File: config.mk
export PLATFORM = sky130hd
export DESIGN_NAME = spf_cell
export DESIGN_NICKNAME = d
export VERILOG_FILES = /design/src/sv/assert_macros.svh /design/src/sv/spf_pkg.sv /design/src/sv/spf_cell.sv
export SDC_FILE = /design/constraint.sdc
export NUM_CORES = 1
export LEC_CHECK = 0
export ABC_AREA = 0
export BUFFER_PORTS_ARGS = -buffer_cell sky130_fd_sc_hd__buf_2
export CAP_MARGIN = 20
export CORE_AREA = 2 2 158 160
export CTS_CLUSTER_DIAMETER = 40
export DETAILED_ROUTE_END_ITERATION = 6
export DIE_AREA = 0 0 160 162
export PLACE_DENSITY_LB_ADDON = 0.08
export REMOVE_ABC_BUFFERS = 1
export SYNTH_ARGS = -nofsm -noshare
export SYNTH_HDL_FRONTEND = slang
export SYNTH_SLANG_ARGS = --single-unit
export TNS_END_PERCENT = 100
File: constraint.sdc
create_clock -name i_clk -period 6.95 [get_ports i_clk]
set_input_delay 0.695 -clock i_clk [delete_from_list [all_inputs] [get_ports i_clk]]
set_output_delay 0.695 -clock i_clk [all_outputs]
set_load 0.02 [all_outputs]
File: src/sv/assert_macros.svh
// Assertion helpers for the RTL.
`ifndef ASSERT_MACROS_SVH
`define ASSERT_MACROS_SVH

// Same-cycle implication, held off during reset.
`define ASSERT_IMPLY(label, clk, rst_n, ante, cons) \
    label: assert property (@(posedge clk) disable iff (!rst_n) (ante) |-> (cons)) \
        else $error("implication failed");

// Next-cycle implication, held off during reset.
`define ASSERT_NEXT(label, clk, rst_n, ante, cons) \
    label: assert property (@(posedge clk) disable iff (!rst_n) (ante) |=> (cons)) \
        else $error("next-cycle implication failed");

`endif

File: src/sv/spf_pkg.sv
package spf_pkg;

    localparam int TABLE_DEPTH = 96;
    localparam int SLOT_W      = $clog2(TABLE_DEPTH);

    localparam logic [15:0] HIT_MAX = 16'hFFFF;

    // configuration register indexes
    localparam logic [1:0] CFG_ENABLE       = 2'd0;
    localparam logic [1:0] CFG_MIN_SIGNAL   = 2'd1;
    localparam logic [1:0] CFG_PROMOTE_HITS = 2'd2;
    localparam logic [1:0] CFG_FEED_INTERVAL = 2'd3;

    localparam logic              RST_ENABLE        = 1'b1;
    localparam logic signed [7:0] RST_MIN_SIGNAL    = -8'sd92;
    localparam logic [15:0]       RST_PROMOTE_HITS  = 16'd3;
    localparam logic [31:0]       RST_FEED_INTERVAL = 32'd30000;

    // search token handed from cell to cell
    typedef struct packed {
        logic              vld;
        logic              hit;
        logic [SLOT_W-1:0] hit_idx;
        logic [15:0]       hit_hits;
        logic [31:0]       hit_promo;
        logic              free_ok;
        logic [SLOT_W-1:0] vacant_idx;
        logic              old_ok;
        logic [SLOT_W-1:0] old_idx;
        logic [31:0]       old_seen;
    } t_scan;

    // entry write broadcast to all cells
    typedef struct packed {
        logic              en;
        logic [SLOT_W-1:0] idx;
        logic [47:0]       addr;
        logic [15:0]       hits;
        logic [31:0]       seen;
        logic [31:0]       promo;
    } t_wr;

endpackage

File: src/sv/spf_cell.sv
module spf_cell (
    input  logic                      i_clk,
    input  logic                      i_rst_n,
    input  logic [spf_pkg::SLOT_W-1:0] i_idx,
    input  logic [47:0]               i_key,
    input  spf_pkg::t_scan            i_scan,
    input  spf_pkg::t_wr              i_wr,
    output spf_pkg::t_scan            o_scan
);
    import spf_pkg::*;

    logic        r_valid;
    logic [47:0] r_addr;
    logic [15:0] r_hits;
    logic [31:0] r_seen;
    logic [31:0] r_promo;
    t_scan       r_scan;
    t_scan       n_scan;
    logic        w_sel;

    assign w_sel = i_wr.en && (i_wr.idx == i_idx);

    always_comb begin
        n_scan = i_scan;
        if (i_scan.vld) begin
            if (r_valid) begin
                if (!i_scan.hit && (r_addr == i_key)) begin
                    n_scan.hit       = 1'b1;
                    n_scan.hit_idx   = i_idx;
                    n_scan.hit_hits  = r_hits;
                    n_scan.hit_promo = r_promo;
                end
                // strict less-than keeps the lowest index on ties
                if (!i_scan.old_ok || (r_seen < i_scan.old_seen)) begin
                    n_scan.old_ok   = 1'b1;
                    n_scan.old_idx  = i_idx;
                    n_scan.old_seen = r_seen;
                end
            end else if (!i_scan.free_ok) begin
                n_scan.free_ok    = 1'b1;
                n_scan.vacant_idx = i_idx;
            end
        end
    end

    always_ff @(posedge i_clk) begin
        if (!i_rst_n) begin
            r_valid    <= 1'b0;
            r_scan.vld <= 1'b0;
        end else begin
            r_scan <= n_scan;
            if (w_sel) begin
                r_valid <= 1'b1;
            end
        end
    end

    always_ff @(posedge i_clk) begin
        if (w_sel) begin
            r_addr  <= i_wr.addr;
            r_hits  <= i_wr.hits;
            r_seen  <= i_wr.seen;
            r_promo <= i_wr.promo;
        end
    end

    assign o_scan = r_scan;

endmodule
== Yosys cells after proc, flatten, opt, wreduce, memory -nomap -nowiden ==
Cells that the tools add are included.

* Bits in registers: 234
* Bits in latches: 0
* Bits in writable memories: 0
* Memory bits (read-only): 0
* Input port bits: 298
* Logic and storage cells: 30
* Memories: 0

* Add/subtract/negate cells: 0
* $mul: 0
* Divide/modulo/power cells: 0
* Magnitude comparators: 1
* Equality and inequality tests: 2
* Shift-type cells: 0
* Mux-type cells: 7
* Bitwise operators: 0
* Reduce and logical (&&, ||, !) cells: 5

{| class="wikitable"
|+ Operators by type and width
! operator !! number
|-
| 56-bit 2-to-1 mux || 2
|-
| 104-bit 2-to-1 mux || 1
|-
| 40-bit 2-to-1 mux || 2
|-
| 48-bit == test || 1
|-
| 32-bit less-than comparator || 1
|-
| 8-bit 2-to-1 mux || 1
|-
| 7-bit == test || 1
|-
| 7-bit 2-to-1 mux || 1
|-
| 1-bit logical AND || 2
|-
| 1-bit logical NOT || 2
|-
| 1-bit logical OR || 1
|}

== Longest topological paths before layout ==
* Depth in word-level cells: 5
* Gate-level depth with buffers: 10

== Worst setup path after synthesis ==
Ideal clock, no wire load.

* Kind: input-to-reg
* From: input port i_idx[3] (netlist name)
* To: register r_addr[0], enable pin
* Library setup time: 0.618 ns
* Arrival time: 6.305 ns
* Setup slack: 0.027 ns
* Stages on the path: 3
* Buffers on the path: 0
* Cells stage by stage: xnor2_1 > nand4_1 > nor2_1

* Cells in the longest elaborated chain, start to end: 2

{| class="wikitable"
|+ RTL lines
! what !! RTL line !! source
|-
| start: declaration || spf_cell.sv:4 || <nowiki>input logic [spf_pkg::SLOT_W-1:0] i_idx,</nowiki>
|-
| 7-bit == test || spf_cell.sv:21 || <nowiki>assign w_sel = i_wr.en && (i_wr.idx == i_idx);</nowiki>
|-
| 1-bit logical AND || spf_cell.sv:21 ||
|-
| named net w_sel || spf_cell.sv:19 || <nowiki>logic w_sel;</nowiki>
|-
| end signal: assignment || spf_cell.sv:60 || <nowiki>r_addr <= i_wr.addr;</nowiki>
|-
| end: declaration || spf_cell.sv:13 || <nowiki>logic [47:0] r_addr;</nowiki>
|}

The timed path passes the listed nets, and every way through them passes these cells.
A chain may end at the register's enable or synchronous reset.

==> key figures <==
Logic synthesis
  • Share of the synthesized area in the top cell type: a little under three quarters
  • Simple-gate area share of the yosys netlist: under 10%
  • Synth Flop Type: edfxtp_1
  • Post-Syn Area per Cell: approximately 18 µm²
  • Synth Area in Compound Gates: 2.062%
  • Synth cell types: 37
  • Register bit total from synthesis: roughly 230
  • Leading area contributor after synthesis: edfxtp_1
  • EDFF count, synth: around 230
  • Gate Count Post-Synth: 548
  • Post-synthesis xor/xnor area fraction: between 4 and 5%
  • Post-Synthesis Cell Area: between 9000 and 10000 µm²
  • Ys async rst share: 0%
  • Synth warn: 0
  • Top post-synthesis cells by area: edfxtp_1, mux2_2, ha_1
  • Post-synthesis mux area share: approximately an eighth
  • Sequential-to-total area share from yosys stat: 72.16%
  • Synth Area in Adders: under 10%
  • Largest family of logic cells by synthesized area: multiplexers

Power
  • Peak VDD IR: about 0.20 mV
  • Leakage power: about 5.5 nW
  • PD cells: 280.0 nW/µm²

Floorplanning
  • Total core area: roughly 24000 µm²
  • Die area: between 20000 and 30000 µm²
  • Die Ht: approximately 160 µm
  • Chip Width: about 160 µm
  • Initial Utilization: between 40% and 50%
  • Rows: 57
  • Num ports: slightly above 400

Run status
  • Outcome: finished, final reports clean

STA
  • Unrepaired setup endpoints after global routing: false
  • Max-slew violation count: 0
  • Total negative setup slack: 0 ps
  • Final Cycle Share: roughly 50%
  • Fmax achieved: ~0.29 GHz
  • Final Hold Fails: 0
  • Final worst slack: about 3500 ps
  • Actual slew at the worst max-slew pin: roughly 1000 ps
  • Setup Skew: ~13 ps
  • # setup viols final: 0
  • Slew HR: 31.35%
  • Tmin final: roughly 3500 ps

Worst setup path
  • R2R Path End: o_scan[33]
  • Setup crit end kind: flip-flop
  • Reg-to-reg slack, setup: approximately 3500 ps
  • Critical path fanouts, max: 25
  • CP Launch Type: flip-flop
  • CP max stage delay: 810 ps
  • CP arrival: ~3700 ps
  • Worst Path Required: slightly above 7000 ps
  • Critical path type: reg -> reg
  • Crit-path cells: ha_1 > nand4_1 > a31oi_1 > nor4_1 > o31ai_1 > a211oi_4 > buf_4 > mux2_2
  • Worst R2R Start: r_seen[13]
  • Worst path slowest cell: a211oi_4
  • R2r worst-path depth: 8

Clock network
  • Worst-Skew Late Latency: approximately 500 ps
  • Hold_buf cts: 0
  • TritonCTS clock tree: done
  • CTS H-tree depth: 2
  • Clock sinks: 234
  • Clock Path Buffers: 3
  • Worst-path clk slew: approximately 50 ps
  • TritonCTS Buffers: 40
  • Number of setup buffers added after CTS: 0
  • Resize count post-CTS: 0
  • Root Buffer: clkbuf_16

Routing
  • Post-route antenna net violation count: 0
  • TritonRoute pass-1 iters: 7
  • Routed wire length per instance: 18.65 µm
  • Routed WL: 25140 µm
  • Via count: a little over 6000
  • DR vias/cell: 4.614
  • DRC: 0
  • DRT iter0 DRCs: 285

Finish
  • Layout area overhead: 37.77%
  • Commonest cells after routing, fill and taps aside: buf_2, edfxtp_1, mux2_2
  • Layout cells sized above 1: between 50% and 60%
  • Final #Nets: approximately 1300
  • Most common cell after layout, fill and taps aside: buf_2
  • Filler Cell Count: 2102

Global routing
  • GR Util All Layers: between 10% and 20%
  • Initial antenna violation count: 5
  • Maximum number of pins on one net before global-route repair: between 60 and 70
  • First-pass GRT wire length: 36570 µm
  • Grt ovf: 0
  • Vias in the first global route: between 6000 and 7000

Place
  • Placer Congestion: a little under 0.8
  • DP HPWL: roughly 19000 µm
  • Dpl ws: 3027 ps
  • I/O Buffers: 402

Flow run
  • Max_cap viols: 0

Hold path
  • Hold EP: r_promo[7]
  • Hold Path Depth: 1
  • HP Class: in -> reg
  • Hold Crit Start: i_wr[7]
-- per-layer routing --
| metal | GRT usage, % | up-vias | routed length (µm) |
|---|---|---|---|
| li1 | - | 3004 | - |
| met1 | 19.97 | 2880 | 9111 |
| met2 | 33.61 | 288 | 12860 |
| met3 | 7.406 | 45 | 2420 |
| met4 | 6.839 | 2 | 739 |
| met5 | 0 | - | 7 |
-- where the power goes --
| group | switching, mW | total, mW | internal, mW |
|---|---|---|---|
| sequential | 0.0126 | 1.62 | 1.61 |
| combinational | 0.154 | 0.288 | 0.134 |
| clock | 0.645 | 1.83 | 1.19 |
-- cell usage after synthesis, types with 2 or more instances --
library cell / number
edfxtp_1: 232
mux2_2: 92
xnor2_1: 41
inv_1: 38
ha_1: 31
nand4_1: 17
a21oi_1: 11
nand2_1: 9
xor2_1: 8
buf_6: 7
nand3_1: 7
nor2_1: 7
mux2_1: 6
nor4_1: 6
o21ai_0: 5
mux2_4: 3
nand2b_1: 3
o22ai_1: 3
a22o_1: 2
buf_2: 2
dfxtp_1: 2
-- how the worst max path moves through the flow --
stage / from / cells past startpoint / endpoint / slack, ps
after global routing: r_seen[2] / 8 / o_scan[6] / 3280
after detailed placement: i_scan[2] / 10 / o_scan[9] / 3030
after CTS: r_seen[2] / 8 / o_scan[4] / 3460
final: r_seen[13] / 8 / o_scan[33] / 3480
after global placement: i_scan[2] / 10 / o_scan[21] / 3050
after floorplan: i_idx[3] / 3 / r_addr[0] / 30
-- worst max-delay path: cells and delay by family, from the launching register on --
family	cells	cell delay (ps)
buffers and inverters	1	480
muxes	1	390
adders and majority gates	1	320
DFF	1	420
and+or+nand+nor	2	500
AOI/OAI and AO/OA	3	1070
-- area by class of cell --
| cell class | count | area [µm²] | share of cell area, % |
|---|---|---|---|
| clock buffers | 47 | 1049 | 7.838 |
| diodes | 4 | 10.01 | 0.07483 |
| multi-input cells | 267 | 2486 | 18.59 |
| clock inverters | 27 | 225.2 | 1.684 |
| well taps | 324 | 405.4 | 3.031 |
| flip-flops and latches | 234 | 7007 | 52.38 |
| inverters | 38 | 142.6 | 1.066 |
| repair buffers | 407 | 2052 | 15.34 |
-- sequential cells by signal, indices dropped and copies added, names as in the netlist --
register  count
r_promo      32
r_seen       32
r_valid       1
r_addr       48
r_hits       16
o_scan      105
-- cell families (layout without fill, tap and decap cells) --
group / Yosys count / count (layout)
AO/OA/AOI/OAI: 31 / 31
XOR/XNOR: 49 / 49
adder cells (fa/ha/maj): 31 / 31
buffers and inverters: 47 / 519
flip-flops: 234 / 234
multiplexers: 101 / 101
other: 0 / 4
AND/OR/NAND/NOR: 55 / 55
-- through the flow --
stage / hold WS, ps / instances / power (mW) / util (%) / cell area [µm²]
detailed placement: 524.8 / 1270 / 1.942 / 50.17 / 12090
CTS: 337.4 / 1344 / 3.802 / 55.45 / 13370
finish: 362.9 / 1348 / 3.746 / 55.49 / 13380
global route: 341.5 / 1345 / 3.876 / 55.46 / 13370
floorplan: 508.3 / 539 / 1.777 / - / 9620
global placement: 512.5 / 1270 / 1.939 / 50.17 / 12090
No activity file was read; power rests on OpenSTA's default activity.
